## src/rtl/sla_pkg.sv

```systemverilog
`timescale 1ns / 1ps
// ----------------------------------------------------------------------------
// sla_pkg
// Shared constants and types of the serial line assembler.
// ----------------------------------------------------------------------------
package sla_pkg;

  localparam int STORE_DEPTH = 64;
  localparam int ADDR_W      = $clog2(STORE_DEPTH);
  localparam int LEN_W       = 6;
  localparam int IDX_W       = 6;

  localparam logic [1:0] CMD_BYTE    = 2'd0;
  localparam logic [1:0] CMD_RELEASE = 2'd1;
  localparam logic [1:0] CMD_READ    = 2'd2;

  localparam logic [7:0] CHAR_BACKSPACE = 8'h08;
  localparam logic [7:0] CHAR_CR        = 8'h0D;
  localparam logic [7:0] CHAR_BACKSLASH = 8'h5C;

  typedef struct packed {
    logic              we;
    logic [ADDR_W-1:0] waddr;
    logic [7:0]        wdata;
    logic [ADDR_W-1:0] bs_raddr;
    logic              rd_en;
    logic [ADDR_W-1:0] rd_addr;
  } store_ctrl_t;

endpackage

```

## src/rtl/sla_if.sv

```systemverilog
`timescale 1ns / 1ps
// ----------------------------------------------------------------------------
// sla_if
// Valid/ready channels for command items and result items.
// ----------------------------------------------------------------------------
interface sla_req_if;
  logic       valid;
  logic       ready;
  logic [1:0] cmd;
  logic [7:0] rx_byte;
  logic [5:0] read_index;

  modport source (output valid, cmd, rx_byte, read_index, input ready);
  modport sink (input valid, cmd, rx_byte, read_index, output ready);
endinterface

interface sla_rsp_if;
  logic       valid;
  logic       ready;
  logic       line_ready;
  logic       overrun;
  logic       line_done;
  logic [5:0] line_length;
  logic [7:0] read_data;

  modport source (output valid, line_ready, overrun, line_done, line_length, read_data,
                  input ready);
  modport sink (input valid, line_ready, overrun, line_done, line_length, read_data,
                output ready);
endinterface

```

## src/rtl/sla_store.sv

```systemverilog
`timescale 1ns / 1ps
// ----------------------------------------------------------------------------
// sla_store
// Line store with a registered read port, plus a one-bit shadow store that
// marks backslash entries and keeps the flag of the last held byte on hand.
// ----------------------------------------------------------------------------
module sla_store
  import sla_pkg::*;
(
  input  logic        clk,
  input  store_ctrl_t ctrl,
  output logic [7:0]  rd_data,
  output logic        prev_bs
);

  logic [7:0] data_mem [STORE_DEPTH];
  logic       bs_mem   [STORE_DEPTH];

  always_ff @(posedge clk) begin
    if (ctrl.we) begin
      data_mem[ctrl.waddr] <= ctrl.wdata;
      bs_mem[ctrl.waddr]   <= (ctrl.wdata == CHAR_BACKSLASH);
    end
    if (ctrl.rd_en) begin
      rd_data <= data_mem[ctrl.rd_addr];
    end
    // The byte below the new fill count may be the one written at this edge.
    if (ctrl.we && (ctrl.waddr == ctrl.bs_raddr)) begin
      prev_bs <= (ctrl.wdata == CHAR_BACKSLASH);
    end else begin
      prev_bs <= bs_mem[ctrl.bs_raddr];
    end
  end

endmodule

```

## src/rtl/serial_line_assembler.sv

```systemverilog
`timescale 1ns / 1ps
// ----------------------------------------------------------------------------
// serial_line_assembler
// Collects received bytes into a line store with backspace, escaped carriage
// return, overrun flag, release and read-back of stored entries.
// ----------------------------------------------------------------------------
//  channel  direction  carries
//  req      in         cmd, rx_byte, read_index
//  rsp      out        line_ready, overrun, line_done, line_length, read_data
//
// One item per cycle while the result channel is taken; each item passes
// from the input register into the result register.
// The line store read port is registered and loads with the result register.
// Reset clears the fill count, the flags and both valid bits; the store is
// not cleared. A stalled result holds the input register, which then holds
// the request channel.
// ----------------------------------------------------------------------------
module serial_line_assembler
  import sla_pkg::*;
(
  input  logic   clk,
  input  logic   rst,
  sla_req_if.sink   req,
  sla_rsp_if.source rsp
);

  logic              s1_valid;
  logic [1:0]        s1_cmd;
  logic [7:0]        s1_byte;
  logic [IDX_W-1:0]  s1_index;

  logic [ADDR_W-1:0] fill_count, fill_count_next;
  logic              ready_flag, ready_flag_next;
  logic              overrun_flag, overrun_flag_next;

  logic              out_valid;
  logic              out_is_read;
  logic [LEN_W-1:0]  out_length;
  logic              out_done;

  logic              advance;
  logic              done;
  logic              index_ok;
  logic              prev_bs;
  logic [7:0]        rd_data;
  store_ctrl_t       store_ctrl;

  assign advance   = s1_valid && (!out_valid || rsp.ready);
  assign req.ready = !s1_valid || advance;
  assign index_ok  = ({3'b000, s1_index} < 9'(STORE_DEPTH));

  always_comb begin
    fill_count_next   = fill_count;
    ready_flag_next   = ready_flag;
    overrun_flag_next = overrun_flag;
    done              = 1'b0;
    store_ctrl.we     = 1'b0;
    store_ctrl.waddr  = fill_count;
    store_ctrl.wdata  = s1_byte;
    if (advance) begin
      case (s1_cmd)
        CMD_BYTE: begin
          if (ready_flag) begin
            overrun_flag_next = 1'b1;
          end else if (s1_byte == CHAR_BACKSPACE) begin
            if (fill_count != '0) fill_count_next = fill_count - 1'b1;
          end else if (s1_byte == CHAR_CR && !(fill_count != '0 && prev_bs)) begin
            store_ctrl.we    = 1'b1;
            store_ctrl.wdata = 8'h00;
            done             = 1'b1;
            fill_count_next  = '0;
            ready_flag_next  = 1'b1;
          end else if (fill_count < ADDR_W'(STORE_DEPTH - 1)) begin
            store_ctrl.we   = 1'b1;
            fill_count_next = fill_count + 1'b1;
          end
        end
        CMD_RELEASE: begin
          ready_flag_next   = 1'b0;
          overrun_flag_next = 1'b0;
        end
        default: begin
        end
      endcase
    end
    store_ctrl.bs_raddr = fill_count_next - 1'b1;
    store_ctrl.rd_en    = advance;
    store_ctrl.rd_addr  = ADDR_W'(s1_index);
  end

  sla_store u_store (
    .clk     (clk),
    .ctrl    (store_ctrl),
    .rd_data (rd_data),
    .prev_bs (prev_bs)
  );

  always_ff @(posedge clk) begin
    if (rst) begin
      s1_valid     <= 1'b0;
      out_valid    <= 1'b0;
      fill_count   <= '0;
      ready_flag   <= 1'b0;
      overrun_flag <= 1'b0;
    end else begin
      fill_count   <= fill_count_next;
      ready_flag   <= ready_flag_next;
      overrun_flag <= overrun_flag_next;
      if (req.ready) s1_valid <= req.valid;
      if (advance) begin
        out_valid <= 1'b1;
      end else if (rsp.ready) begin
        out_valid <= 1'b0;
      end
    end
    if (req.valid && req.ready) begin
      s1_cmd   <= req.cmd;
      s1_byte  <= req.rx_byte;
      s1_index <= req.read_index;
    end
    if (advance) begin
      out_is_read <= (s1_cmd == CMD_READ) && index_ok;
      out_done    <= done;
      out_length  <= done ? LEN_W'(fill_count) : LEN_W'(fill_count_next);
    end
  end

  // Flags are kept live in the state registers; they are latched alongside.
  logic out_ready_flag, out_overrun;
  always_ff @(posedge clk) begin
    if (advance) begin
      out_ready_flag <= ready_flag_next;
      out_overrun    <= overrun_flag_next;
    end
  end

  assign rsp.valid       = out_valid;
  assign rsp.line_ready  = out_ready_flag;
  assign rsp.overrun     = out_overrun;
  assign rsp.line_done   = out_done;
  assign rsp.line_length = out_length;
  assign rsp.read_data   = out_is_read ? rd_data : 8'h00;

`ifndef SYNTHESIS
  a_overrun_needs_ready: assert property (@(posedge clk) disable iff (rst)
    overrun_flag |-> ready_flag)
    else $error("overrun flag set without a waiting line");

  a_close_clears_count: assert property (@(posedge clk) disable iff (rst)
    (advance && done) |=> (fill_count == '0 && ready_flag))
    else $error("closing a line did not reset the count and set ready");

  a_stall_only_when_full: assert property (@(posedge clk) disable iff (rst)
    !req.ready |-> (s1_valid && out_valid))
    else $error("request stalled with room in the pipeline");

  a_done_reports_ready: assert property (@(posedge clk) disable iff (rst)
    (rsp.valid && rsp.line_done) |-> rsp.line_ready)
    else $error("closed line reported without ready");
`endif

endmodule

```

## src/flat_wrapper.sv

```systemverilog
// flat-port wrapper written by rule: the top's interface ports become plain ports
module serial_line_assembler_flat import sla_pkg::*;
  (clk, rst, req_valid, req_cmd, req_rx_byte, req_read_index, req_ready, rsp_valid, rsp_line_ready, rsp_overrun, rsp_line_done, rsp_line_length, rsp_read_data, rsp_ready);
  sla_req_if req_i ();
  sla_rsp_if rsp_i ();
  input  logic clk;
  input  logic rst;
  input wire logic [$bits(req_i.valid)-1:0] req_valid;
  input wire logic [$bits(req_i.cmd)-1:0] req_cmd;
  input wire logic [$bits(req_i.rx_byte)-1:0] req_rx_byte;
  input wire logic [$bits(req_i.read_index)-1:0] req_read_index;
  output wire logic [$bits(req_i.ready)-1:0] req_ready;
  output wire logic [$bits(rsp_i.valid)-1:0] rsp_valid;
  output wire logic [$bits(rsp_i.line_ready)-1:0] rsp_line_ready;
  output wire logic [$bits(rsp_i.overrun)-1:0] rsp_overrun;
  output wire logic [$bits(rsp_i.line_done)-1:0] rsp_line_done;
  output wire logic [$bits(rsp_i.line_length)-1:0] rsp_line_length;
  output wire logic [$bits(rsp_i.read_data)-1:0] rsp_read_data;
  input wire logic [$bits(rsp_i.ready)-1:0] rsp_ready;
  assign req_i.valid = req_valid;
  assign req_i.cmd = req_cmd;
  assign req_i.rx_byte = req_rx_byte;
  assign req_i.read_index = req_read_index;
  assign req_ready = req_i.ready;
  assign rsp_valid = rsp_i.valid;
  assign rsp_line_ready = rsp_i.line_ready;
  assign rsp_overrun = rsp_i.overrun;
  assign rsp_line_done = rsp_i.line_done;
  assign rsp_line_length = rsp_i.line_length;
  assign rsp_read_data = rsp_i.read_data;
  assign rsp_i.ready = rsp_ready;
  serial_line_assembler u_core (.clk(clk), .rst(rst), .req(req_i), .rsp(rsp_i));
endmodule
```

## config.mk

```make
export PLATFORM = sky130hd
export DESIGN_NAME = serial_line_assembler_flat
export DESIGN_NICKNAME = d
export VERILOG_FILES = /design/src/rtl/sla_pkg.sv /design/src/rtl/sla_if.sv /design/src/rtl/sla_store.sv /design/src/rtl/serial_line_assembler.sv /design/src/flat_wrapper.sv
export SDC_FILE = /design/constraint.sdc
export NUM_CORES = 1
export LEC_CHECK = 0
export BUFFER_PORTS_ARGS = -buffer_cell sky130_fd_sc_hd__buf_2
export CORE_MARGIN = 2
export CORE_UTILIZATION = 62
export CTS_CLUSTER_SIZE = 40
export DETAILED_ROUTE_END_ITERATION = 10
export GPL_TIMING_DRIVEN = 0
export HOLD_SLACK_MARGIN = 0.03
export MAX_ROUTING_LAYER = met4
export PLACE_DENSITY = 0.78
export SYNTH_ARGS = -nofsm -noshare
export SYNTH_HDL_FRONTEND = slang
export SYNTH_SLANG_ARGS = --single-unit
```

## constraint.sdc

```tcl
create_clock -name clk -period 6.82 [get_ports clk]
set_clock_uncertainty 0.1 [all_clocks]
set_input_delay 1.023 -clock clk [delete_from_list [all_inputs] [get_ports clk]]
set_output_delay 1.023 -clock clk [all_outputs]
set_load 0.02 [all_outputs]
```

## Word-level counts from Yosys, hierarchy flattened

Memory sizes are Yosys's and may differ from the RTL's. A register that Yosys moved wholly into a read port is not among the register bits.
Cells that the tools add are included.

| storage, ports and cells | value |
|---|---|
| bits of input ports | 20 |
| word-level logic and storage cells | 71 |
| bits in registers | 36 |
| memories kept | 2 |
| RAM bits | 576 |
| output and inout bits | 19 |

Memories:

| name | depth | width | rd ports | clocked after Yosys merged registers in | write ports | RTL line | source |
|---|---|---|---|---|---|---|---|
| u_core.u_store.data_mem | 64 | 8 | 1 | 1 | 1 | sla_store.sv:16 | `logic [7:0] data_mem [STORE_DEPTH];` |
| u_core.u_store.bs_mem | 64 | 1 | 1 | 1 | 1 | sla_store.sv:17 | `logic bs_mem [STORE_DEPTH];` |

| operators by class | value |
|---|---|
| reduce and logical (&&, ||, !) cells | 12 |
| $lt $le $gt $ge | 1 |
| multiplexer cells | 35 |
| $add $sub $neg | 3 |
| equal/unequal tests | 5 |

Operators with widths:

| kind | count |
|---|---|
| 6-bit 2-to-1 mux | 8 |
| 8-bit 2-to-1 mux | 6 |
| 1-bit 2-to-1 mux | 19 |
| 8-bit by 4-bit equality test with 1-bit output (second input constant) | 2 |
| 6-bit by 1-bit subtractor with 6-bit output (second input constant) | 2 |
| 8-bit by 7-bit equality test with 1-bit output (second input constant) | 1 |
| 6-bit by 1-bit adder with 6-bit output (second input constant) | 1 |
| 6-bit < comparator (second input constant) | 1 |
| 6-bit nonzero test | 1 |
| 1-bit logical AND | 4 |
| 1-bit one-hot mux with 2 select lines | 2 |
| 1-bit zero test | 3 |
| 2-bit by 1-bit equality test with 1-bit output (second input constant) | 1 |
| 2-bit equality test (second input constant) | 1 |
| 2-bit zero test | 1 |
| 1-bit logical OR | 2 |
| 2-bit nonzero test | 1 |

## Logic depth before layout (Yosys ltp)

Gate-level depths: netlist of the first run.

| depth | value |
|---|---|
| word-level depth | 11 |
| depth in mapped cells | 14 |
| gate-level depth less buffers | 11 |

## Modules after synthesis

Synthesis of the first run repeated with hierarchy kept, for this count alone.

| unflattened totals | value |
|---|---|
| cell total of the unflattened synthesis | 1196 |
| area, all modules | 24736.2 µm² |

Modules (own cells, without submodules):

| module | instances | sequential area each (µm²) | area an instance (µm²) | cells each |
|---|---|---|---|---|
| sla_store | 1 | 17656.9 | 22735.6 | 1010 |
| serial_line_assembler | 1 | 980.9 | 2000.7 | 186 |

## Worst setup path after synthesis of the first run

Ideal clock, no wire load.

| timing | value |
|---|---|
| kind | input port to flip-flop |
| start point | in rsp_ready |
| end point | mem u_core.u_store.data_mem[0][3], data pin |
| path buffers | 1 |
| cell stages on the path | 6 |
| slack | 1285 ps |
| library setup time | 724 ps |
| arrival | 4711 ps |
| required time | 5996 ps |
| cells stage by stage | nor2b_1 -> nor2b_1 -> nor2b_1 -> and2_1 -> clkbuf_1 -> a21boi_0 |

RTL lines:

| item | RTL line | source |
|---|---|---|
| start, declared | flat_wrapper.sv:19 | `input wire logic [$bits(rsp_i.ready)-1:0] rsp_ready;` |
| end, declared | sla_store.sv:16 |  |

==> metrics.md, run 1 <==
| Metric | Value |
|---|---|
| Drt first pass iters | `8` |
| CTS tree | `built` |
| Routed Antenna Nets | `0` |
| Max-slew violation count | `0` |
| Layout cell share with drive strength beyond 1 | `0.255` |
| Most common cell in the netlist | `edfxtp_1` |
| Critical path launch point type | `flop` |
| Met2 WL | `28.5 mm` |
| Combinational power share | `0.049` |
| Top Layer Used | `met4` |
| Least-Margin Pin Slew | `about 1.2 ns` |
| Top_reg_cell synth | `edfxtp_1` |
| Commonest cells post-synth | `610 x edfxtp_1, 169 x mux4_2, 92 x nor2_1` |
| Largest net degree at the start of global routing | `49` |
| IO buf count | `37` |
| Wirelength per Cell | `32.0 microns` |
| Post-synthesis simple-gate area fraction | `0.0393` |
| Synth Cell Area | `roughly 24000 sq um` |
| Hold Slack | `0.416 ns` |
| Flop pwr share | `0.545` |
| Row Count | `slightly above 70` |
| Worst path cell trace | `buf_2 -> buf_2 -> mux2i_1 -> a22oi_1 -> and3_1 -> a31oi_1 -> a21oi_1 -> nor3_2 -> and3_1 -> buf_4 -> a31o_4 -> buf_12 -> nand4_4 -> nor2_1` |
| CTS Sinks | `about 630` |
| First-pass GRT wire length | `about 84 mm` |
| Gr usage total | `0.298` |
| Clk slew on worst S/H paths | `about 0.07 ns` |
| Mux contribution to synthesized area | `0.169` |
| Total congestion overflow | `0` |
| Max Clk Rate | `216 MHz` |
| Top-level port count | `39` |
| Clock tree root driver cell | `clkbuf_16` |
| Hold_buf cts | `0` |
| Number of flops mapped to enable cells by yosys | `just over 600` |
| RSZ-0062 raised after global routing | `false` |
| Pwr dens | `~280 nW/um^2` |
| Die ar. | `41100 sq um` |
| Chip Width | `203 microns` |
| Final WL | `about 58 mm` |
| Asr flop ratio synth | `0` |
| Area leader, netlist | `edfxtp_1` |
| Antenna violations before repair | `2` |
| Arrival time worst endpoint | `4.77 ns` |
| Pint | `approximately 0.006 W` |
| CTS Buffer Depth | `3` |
| Vias in the first global route | `between 10000 and 15000` |
| Hold crit path type | `reg -> reg` |
| WL met1 | `between 20 and 25 mm` |
| Max_slew headroom | `0.170` |
| Clock Power Share | `0.406` |
| Post-synthesis adder-cell area fraction | `0.00204` |
| Largest family of logic cells by synthesized area | `multiplexers` |
| Tot Pwr | `slightly below 0.008 W` |
| Final Hold Vio Count | `0` |
| Post_cts resized | `0` |
| Sw Pwr | `~0.0016 W` |
| Yosys reg bits | `~630` |
| Buf+Inv Stages, Crit Path | `4` |
| Clk_lat worst skew | `about 0.63 ns` |
| CP endpoint kind | `flop` |
| CTS H-tree lvls | `2` |
| CP max-delay cell | `nor2_1` |
| Peak VDD IR | `between 200 and 250 uV` |
| Final period util | `0.679` |
| Status | `completed` |
| CP Class | `reg -> reg` |
| Core box area | `between 30000 and 40000 sq um` |
| Pleak | `just under 9 nW` |
| Syn nets | `between 1000 and 1500` |
| Initial detailed-routing violation count | `approximately 1700` |
| Area delta synth->final | `11.9%` |
| Nets | `~1300` |
| Largest cells by area after synthesis | `edfxtp_1 75%, mux4_2 16%, nor2_1 1.4%` |
| Die height | `approximately 200 microns` |
| Critical Path RT | `between 6 and 7 ns` |
| XOR/XNOR share of the synthesized area | `0.00250` |
| Slowest stage delay, CP | `between 0.9 and 1 ns` |
| Initial Util | `0.631` |
| Kind of cell adding the most delay to the critical path | `simple AND/OR/NAND/NOR gates` |
| Met3 wire length | `5.52 mm` |
| Minimum clock period | `4.63 ns` |
| CTS buffer count | `57` |
| Postcts setup bufs | `0` |
| Avg Inst Size Synth | `roughly 22 sq um` |
| Max Cap Viol | `0` |
| Hpwl dp | `~36 mm` |
| GP Congestion | `0.892` |
| Yosys cell types | `between 50 and 60` |
| Crit-path max FO | `10` |
| Share of the synthesized area in the top cell type | `0.748` |
| Placed instance area | `~26000 sq um` |
| Yosys warns | `0` |
| Compound-cell area share of the yosys netlist | `0.0146` |
| DR vias | `12300` |
| Fin area | `27400 sq um` |
| Seq/Total Area, Yosys | `0.761` |
| Switching Fraction | `0.210` |
| Setup violators final | `0` |
| Routed vias/inst | `6.84` |
| # DRC | `0` |
| Mapped Cells | `~1100` |
state kept, by name (all words and copies together), names as in the netlist, 2 cells and up, named ones only:
signal,count
u_core.s1_byte,8
u_core.u_store.bs_mem,64
u_core.s1_index,6
u_core.s1_cmd,2
u_core.u_store.rd_data,8
u_core.fill_count,6
u_core.rsp.line_length,6
u_core.u_store.data_mem,512
final cells by class:
class,instances,area [sq um]
Multi-Input combinational cell,438,5620
Buffer,61,269
Clock buffer,71,1480
Tap cell,518,648
Timing Repair Buffer,47,418
Fill cell,2192,11400
Sequential cell,626,18600
Inverter,4,15.0
Antenna cell,1,2.50
Clock inverter,34,327
logic make-up after synthesis:
kind of cell,Yosys count
compound gates,49
flops,626
fa+ha+maj,4
mux,192
simple gates,186
xor+xnor,7
buf+inv,65
layer usage:
layer,up-vias,GRT usage
li1,4903,-
met1,6474,0.406
met2,817,0.466
met3,125,0.0543
met4,0,0.105
met5,-,-
per-stage QoR:
step | TNS [ns] | setup WS, ns | util | std cells
after detailed placement | 0 | 2.00 | 0.659 | 1694
after CTS | 0 | 2.22 | 0.706 | 1799
after global placement | -141.78 | -2.22 | 0.652 | 1684
after global routing | 0 | 2.05 | 0.706 | 1800
final | 0 | 2.19 | 0.706 | 1800
after floorplan | 0 | 1.28 | - | 1129
worst min-delay path, cell delays in order (launching register included):
cell and delay [ns]:
dfxtp_1 0.33, nor2_1 0.11, nor2_1 0.04
cells in the final DEF, fill, tap and decap left out, types with 12 or more instances in the layout:
| cell | netlist | final |
|---|---|---|
| clkbuf_16 | 0 | 57 |
| nand2_1 | 27 | 27 |
| dfxtp_1 | 16 | 16 |
| and2_1 | 12 | 12 |
| buf_1 | 19 | 19 |
| clkinv_1 | 0 | 15 |
| mux2i_1 | 16 | 16 |
| nor2_1 | 92 | 90 |
| clkbuf_1 | 34 | 43 |
| edfxtp_1 | 610 | 610 |
| mux4_2 | 169 | 169 |
| buf_2 | 5 | 42 |
| a21oi_1 | 17 | 17 |
power groups by stage:
stage | registers [W] | clock network, W | logic, W
after global placement | 0.00433 | 0 | 0.000343
after floorplan | 0.00433 | 0 | 0.000229
after detailed placement | 0.00432 | 0 | 0.000371
final | 0.00424 | 0.00316 | 0.000378
after CTS | 0.00424 | 0.00317 | 0.000377
after global routing | 0.00424 | 0.00331 | 0.000396
worst paths after layout:
path | slack [ns] | end | start | cells past startpoint
min reg2reg | 0.42 | u_core.rsp.valid | u_core.s1_valid | 2
min | 0.42 | u_core.rsp.valid | u_core.s1_valid | 2
max reg2reg | 2.19 | u_core.u_store.data_mem[4][7] | flop | 14
max | 2.19 | u_core.u_store.data_mem[4][7] | flop | 14
(Power assumes the default switching activity.)
==> run 2: changes to the inputs <==
clock period = 4.8 ns   (was 6.82 ns; I/O delays follow)
==> run 2 against run 1 <==
  * Die area unchanged
  * Worst setup slack worse by 2.0 ns
  * Global-route usage down 0.39 points
  * First-iteration DRC count shrank 7.4%
  * Maximum frequency shrank 0.17%
  * Non-clock buffer count is the same
  * Clock-buffer cell count rose by 7
  * Routed wire length down 3.1%
  * Via count down 1.6%
  * Worst hold slack worse by 0.25 ns
  * Sequential share of layout area shrank 0.11 points
==> metrics.md, run 2 (synthesis results as in run 1) <==
| Metric | Value |
|---|---|
| Postcts setup bufs | `0 (unchanged)` |
| Arrival time worst endpoint | `4.77 ns (about the same)` |
| Clk_lat worst skew | `0.63 ns (about the same)` |
| Setup ws final | `0.163 ns (was 2.19 ns)` |
| Max Cap Viol | `0 (unchanged)` |
| Final period util | `0.966 (was 0.679)` |
| CTS H-tree lvls | `2 (unchanged)` |
| Reg2reg path depth | `14 (unchanged)` |
| Initial Util | `0.631 (unchanged)` |
| Peak VDD IR | `282 uV (was 207 uV)` |
| Clock tree root driver cell | `clkbuf_16 (unchanged)` |
| Final WL | `55.7 mm (was 57.5 mm)` |
| First-pass GRT wire length | `83.0 mm (was 83.9 mm)` |
| Final Hold Vio Count | `0 (unchanged)` |
| Max Clk Rate | `216 MHz (about the same)` |
| Crit-path max FO | `10 (unchanged)` |
| Hold crit path type | `in -> reg (was reg -> reg)` |
| Total congestion overflow | `0 (unchanged)` |
| RSZ-0062 raised after global routing | `false (unchanged)` |
| Status | `completed (unchanged)` |
| Min-Delay Path Depth | `1 (was 2)` |
| Layout cell share with drive strength beyond 1 | `0.255 (about the same)` |
| Max-slew violation count | `0 (unchanged)` |
| Max_slew headroom | `0.205 (was 0.170)` |
| CTS Buffer Depth | `3 (unchanged)` |
| Die ar. | `41100 sq um (unchanged)` |
| CTS Sinks | `626 (unchanged)` |
| Core box area | `38800 sq um (unchanged)` |
| Gr usage total | `0.294 (was 0.298)` |
| IO buf count | `37 (unchanged)` |
| Pre-CTS WS | `0.230 ns (was 2.00 ns)` |
| Top reg by flops | `u_core.u_store.data_mem (unchanged)` |
| Minimum clock period | `4.64 ns (was 4.63 ns)` |
| Area delta synth->final | `12.1% (was 11.9%)` |
| Chip Width | `203 microns (unchanged)` |
| Hold_buf cts | `0 (unchanged)` |
| CTS tree | `built (unchanged)` |
| Largest register FFs | `512 (unchanged)` |
| Die height | `203 microns (unchanged)` |
| Routed vias/inst | `6.71 (was 6.84)` |
| Clk slew on worst S/H paths | `0.06 ns (was 0.07 ns)` |
| Tot Pwr | `0.0110 W (was 0.00778 W)` |
| Row Count | `72 (unchanged)` |
| Pwr dens | `401 nW/um^2 (was 284 nW/um^2)` |
| CP endpoint kind | `flop (unchanged)` |
| Vias in the first global route | `12300 (about the same)` |
| Largest net degree at the start of global routing | `37 (was 49)` |
| CTS buffer count | `59 (was 57)` |
| Nets | `1261 (was 1259)` |
| Hpwl dp | `36.7 mm (was 36.5 mm)` |
| Top-level port count | `39 (unchanged)` |
| Least-Margin Pin Slew | `1.19 ns (was 1.25 ns)` |
| Post_cts resized | `0 (unchanged)` |
| Critical Path RT | `4.93 ns (was 6.96 ns)` |
| Critical path launch point type | `flop (unchanged)` |
| Routed Antenna Nets | `0 (unchanged)` |
| Most frequent cells in the layout | `610 x edfxtp_1, 169 x mux4_2, 90 x nor2_1 (unchanged)` |
| GP Congestion | `0.930 (was 0.892)` |
| DR vias | `12100 (was 12300)` |
| Most common cell after layout, fill and taps aside | `edfxtp_1 (unchanged)` |
| Setup violators final | `0 (unchanged)` |
| Fill count | `2217 (was 2192)` |
| Pleak | `8.73 nW (was 8.71 nW)` |
| Antenna violations before repair | `1 (was 2)` |
| Initial detailed-routing violation count | `1618 (was 1748)` |
| CP Class | `reg -> reg (unchanged)` |
| Regs by FF count | `u_core.u_store.data_mem x512, u_core.u_store.bs_mem x64 (unchanged)` |
| # DRC | `0 (unchanged)` |
| Wirelength per Cell | `30.8 microns (was 32.0 microns)` |
| Drt first pass iters | `6 (was 8)` |
-- run 2: metal layers --
layer,global-route usage,vias up,part of all wire
met5,-,-,0
li1,-,4913,-
met1,0.410,6372,0.38
met3,0.0547,112,0.099
met4,0.0824,0,0.030
met2,0.459,727,0.49
-- run 2: stage by stage --
stage               area (sq um)  hold slack [ns]   util  instances  setup TNS (ns)
CTS                        27500            0.140  0.707       1804               0
global placement           25300            0.397  0.652       1684         -608.43
detailed placement         25600            0.414  0.660       1694               0
global route               27500            0.150  0.707       1805               0
floorplan                  24500            0.378      -       1129               0
finish                     27500            0.166  0.707       1806               0
-- run 2: power by group --
| part | internal, W | switching (W) | leakage, nW |
|---|---|---|---|
| registers | 0.00601 | 0.0000175 | 5.57 |
| logic | 0.000225 | 0.000309 | 2.28 |
| clock network | 0.00251 | 0.00194 | 0.884 |
| total | 0.00874 | 0.00227 | 8.73 |
-- run 2: final cells by class --
cell class / count / area (sq um) / share of cell area
clock inverters: 32 / 264 / 0.00962
clock buffers: 78 / 1570 / 0.0571
diodes: 2 / 5.00 / 0.000182
repair buffers: 47 / 430 / 0.0157
inverters: 4 / 15.0 / 0.000547
multi-input cells: 438 / 5620 / 0.205
well taps: 518 / 648 / 0.0236
flip-flops and latches: 626 / 18600 / 0.679
plain buffers: 61 / 269 / 0.00980
-- run 2: final timing paths --
path                                       from  slack [ns]                             end
worst min-delay path                 req_cmd[1]        0.17                u_core.s1_cmd[1]
worst min register to register  u_core.s1_valid        0.43                u_core.rsp.valid
worst max-delay path                       flop        0.16  u_core.u_store.data_mem[51][3]
worst max register to register             flop        0.16  u_core.u_store.data_mem[51][3]
-- run 2: worst max-delay path, stage by stage, from the launching register on --
cell      delay [ns]
dfxtp_1         0.32
buf_2           0.22
buf_2           0.35
mux2i_1         0.33
a22oi_1         0.10
and3_1          0.18
a31oi_1         0.16
a21oi_1         0.20
nor3_2          0.38
and3_1          0.20
buf_4           0.18
a31o_4          0.12
buf_12          0.14
nand4b_4        0.25
nor2_1          0.97
==> run 3: changes to the inputs <==
BUFFER_PORTS_ARGS = -buffer_cell sky130_fd_sc_hd__buf_4   (was -buffer_cell sky130_fd_sc_hd__buf_2)
CORE_UTILIZATION = 40   (was 62)
HOLD_SLACK_MARGIN = 0.05   (was 0.03)
PLACE_DENSITY = 0.54   (was 0.78)
==> run 3 against run 2 <==
  * Maximum frequency shrank 1.0%
  * Clock-buffer cell count is 11 higher
  * Register-to-register slack got worse by 0.05 ns
  * Worst setup slack worse by 0.047 ns
  * Largest cell class unchanged
  * Largest power group unchanged
==> metrics.md, run 3 (synthesis results as in run 1) <==
| Metric | Value |
|---|---|
| Status | `completed (unchanged)` |
| Clk_lat worst skew | `0.59 ns (was 0.63 ns)` |
| Final Hold Vio Count | `0 (unchanged)` |
| Clk slew on worst S/H paths | `0.06 ns (about the same)` |
| Final period util | `0.976 (was 0.966)` |
| Antenna cells | `0 (was 2)` |
| Drt first pass iters | `5 (was 6)` |
| Hold crit path type | `in -> reg (unchanged)` |
| Die height | `251 microns (was 203 microns)` |
| Clock tree root driver cell | `clkbuf_16 (unchanged)` |
| CTS Sinks | `626 (unchanged)` |
| Met3 Use GR | `0.0339 (was 0.0547)` |
| Fill count | `5010 (was 2217)` |
| Initial Util | `0.405 (was 0.631)` |
| Most Used Layer, Global Route | `met2 (unchanged)` |
| Regs by FF count | `u_core.u_store.data_mem x512, u_core.u_store.bs_mem x64 (unchanged)` |
| Largest register FFs | `512 (unchanged)` |
| Max-slew violation count | `0 (unchanged)` |
| Pwr dens | `408 nW/um^2 (was 401 nW/um^2)` |
| Placed instance area | `26000 sq um (was 25600 sq um)` |
| Top reg by flops | `u_core.u_store.data_mem (unchanged)` |
| CP max-delay cell | `nor2_1 (unchanged)` |
| Max Clk Rate | `213 MHz (was 216 MHz)` |
| Wirelength per Cell | `28.0 microns (was 30.8 microns)` |
| Gr usage total | `0.192 (was 0.294)` |
| Chip Width | `251 microns (was 203 microns)` |
| Critical Path RT | `4.90 ns (was 4.93 ns)` |
| Core box area | `60500 sq um (was 38800 sq um)` |
| Post-route setup TNS | `0 ns (unchanged)` |
| Max Cap Viol | `0 (unchanged)` |
| CTS buffer count | `67 (was 59)` |
| DR vias | `11500 (was 12100)` |
| Largest net degree at the start of global routing | `45 (was 37)` |
| Crit-path max FO | `10 (unchanged)` |
| Total congestion overflow | `0 (unchanged)` |
| # DRC | `0 (unchanged)` |
| Multi-input logic area | `5640 sq um (was 5620 sq um)` |
| Most common cell after layout, fill and taps aside | `edfxtp_1 (unchanged)` |
| Fin area | `28100 sq um (was 27500 sq um)` |
| Met1 usage | `0.256 (was 0.410)` |
| RSZ-0062 raised after global routing | `true (was false)` |
| Die ar. | `63200 sq um (was 41100 sq um)` |
| CTS tree | `built (unchanged)` |
| Routed vias/inst | `5.56 (was 6.71)` |
| Routed Antenna Nets | `0 (unchanged)` |
| IO buf count | `37 (unchanged)` |
| Critical path launch point type | `flop (unchanged)` |
| Arrival time worst endpoint | `4.79 ns (was 4.77 ns)` |
| Vias in the first global route | `11900 (was 12300)` |
| Row Count | `90 (was 72)` |
| CP Class | `reg -> reg (unchanged)` |
| Peak VDD IR | `234 uV (was 282 uV)` |
| Initial detailed-routing violation count | `1173 (was 1618)` |
| Pleak | `8.85 nW (was 8.73 nW)` |
| Area delta synth->final | `14.5% (was 12.1%)` |
| Max_slew headroom | `0.181 (was 0.205)` |
| Least-Margin Pin Slew | `1.22 ns (was 1.19 ns)` |
| Nets | `1269 (was 1261)` |
| Most frequent cells in the layout | `610 x edfxtp_1, 169 x mux4_2, 81 x nor2_1 (was 610 x edfxtp_1, 169 x mux4_2, 90 x nor2_1)` |
| Hpwl dp | `39.1 mm (was 36.7 mm)` |
| Slowest stage delay, CP | `1.03 ns (was 0.97 ns)` |
| Grt met2 use | `0.303 (was 0.459)` |
| First-pass GRT wire length | `83.7 mm (was 83.0 mm)` |
| CTS Buffer Depth | `3 (unchanged)` |
| GP Congestion | `0.828 (was 0.930)` |
| Layout Utilization | `0.464 (was 0.707)` |
| Setup violators final | `0 (unchanged)` |
| Worst path cell trace | `buf_2 -> buf_2 -> mux2i_1 -> a22oi_1 -> and3_1 -> a31oi_1 -> a21oi_1 -> nor3_2 -> and3_1 -> buf_4 -> a31o_4 -> buf_12 -> nand4_4 -> nor2_1 (was buf_2 -> buf_2 -> mux2i_1 -> a22oi_1 -> and3_1 -> a31oi_1 -> a21oi_1 -> nor3_2 -> and3_1 -> buf_4 -> a31o_4 -> buf_12 -> nand4b_4 -> nor2_1)` |
| Antenna violations before repair | `1 (unchanged)` |
| CP endpoint kind | `flop (unchanged)` |
| Top-level port count | `39 (unchanged)` |
| Layout cell share with drive strength beyond 1 | `0.270 (was 0.255)` |
| CTS H-tree lvls | `3 (was 2)` |
| Minimum clock period | `4.68 ns (was 4.64 ns)` |
| Final WL | `58.0 mm (was 55.7 mm)` |
| Sequential standard cell area | `18600 sq um (unchanged)` |
[run 3: cell types whose count changed in the layout (fill, tap and decap cells not counted), moves of 2 or more]
| cell | before | now |
|---|---|---|
| buf_2 | 42 | 5 |
| buf_4 | 1 | 38 |
| clkbuf_16 | 60 | 69 |
| nor2_1 | 90 | 81 |
| nor2_2 | 0 | 9 |
| buf_16 | 6 | 1 |
| clkbuf_8 | 0 | 5 |
| buf_12 | 5 | 9 |
| clkbuf_1 | 47 | 44 |
| bufinv_16 | 4 | 2 |
| clkinv_2 | 8 | 10 |
| clkinvlp_4 | 3 | 1 |
| diode_2 | 2 | 0 |
[run 3: timing repair]
| item | CTS | global route |
|---|---|---|
| gates resized for setup | 0 | 9 |
| hold buffers | 0 | 0 |
| endpoints found under the setup margin | 0 | 75 |
| buffers inserted | 0 | 0 |
[run 3: layer usage]
metal  share of wire  vias to the layer above
li1                -                     4932
met4           0.027                        0
met1            0.44                     6212
met2            0.49                      303
met3           0.048                      102
met5               0                        -
[run 3: final timing paths]
path,depth (start not counted),startpoint,end,slack (ns)
worst min register to register,2,u_core.s1_valid,u_core.rsp.valid,0.41
worst min-delay path,1,req_read_index[0],u_core.s1_index[0],0.21
worst max register to register,14,flop,u_core.u_store.data_mem[29][0],0.12
worst max-delay path,14,flop,u_core.u_store.data_mem[29][0],0.12
[run 3: stage by stage]
stage | cells | setup slack, ns | total power [W] | hold WS [ns]
after floorplan | 1129 | 0.605 | 0.00647 | 0.378
after CTS | 2076 | 0.106 | 0.0115 | 0.170
after global routing | 2076 | -0.0723 | 0.0118 | 0.183
final | 2076 | 0.116 | 0.0114 | 0.205
after global placement | 1948 | -2.24 | 0.00669 | 0.405
after detailed placement | 1958 | 0.122 | 0.00670 | 0.401
[run 3: critical path, delay by kind of cell, from the launching register on]
kind	cells	cell delay [ns]
flops	1	0.30
buf+inv	4	0.87
compound gates	4	0.61
mux	1	0.31
simple gates	5	2.09
[run 3: area by class of cell]
type,count,share of cell area
clock inverter,29,0.00669
sequential,626,0.664
inverter,4,0.000535
clock buffer,89,0.0660
buffer,61,0.00959
timing repair buffer,47,0.0171
multi-input combinational,438,0.201
tap,782,0.0349
[run 3: power by group]
part | internal [W] | total (W) | switching, W | leakage (nW)
logic | 0.000229 | 0.000545 | 0.000316 | 2.29
clock network | 0.00281 | 0.00486 | 0.00205 | 1.00
registers | 0.00601 | 0.00603 | 0.0000159 | 5.57
total | 0.00905 | 0.0114 | 0.00238 | 8.85
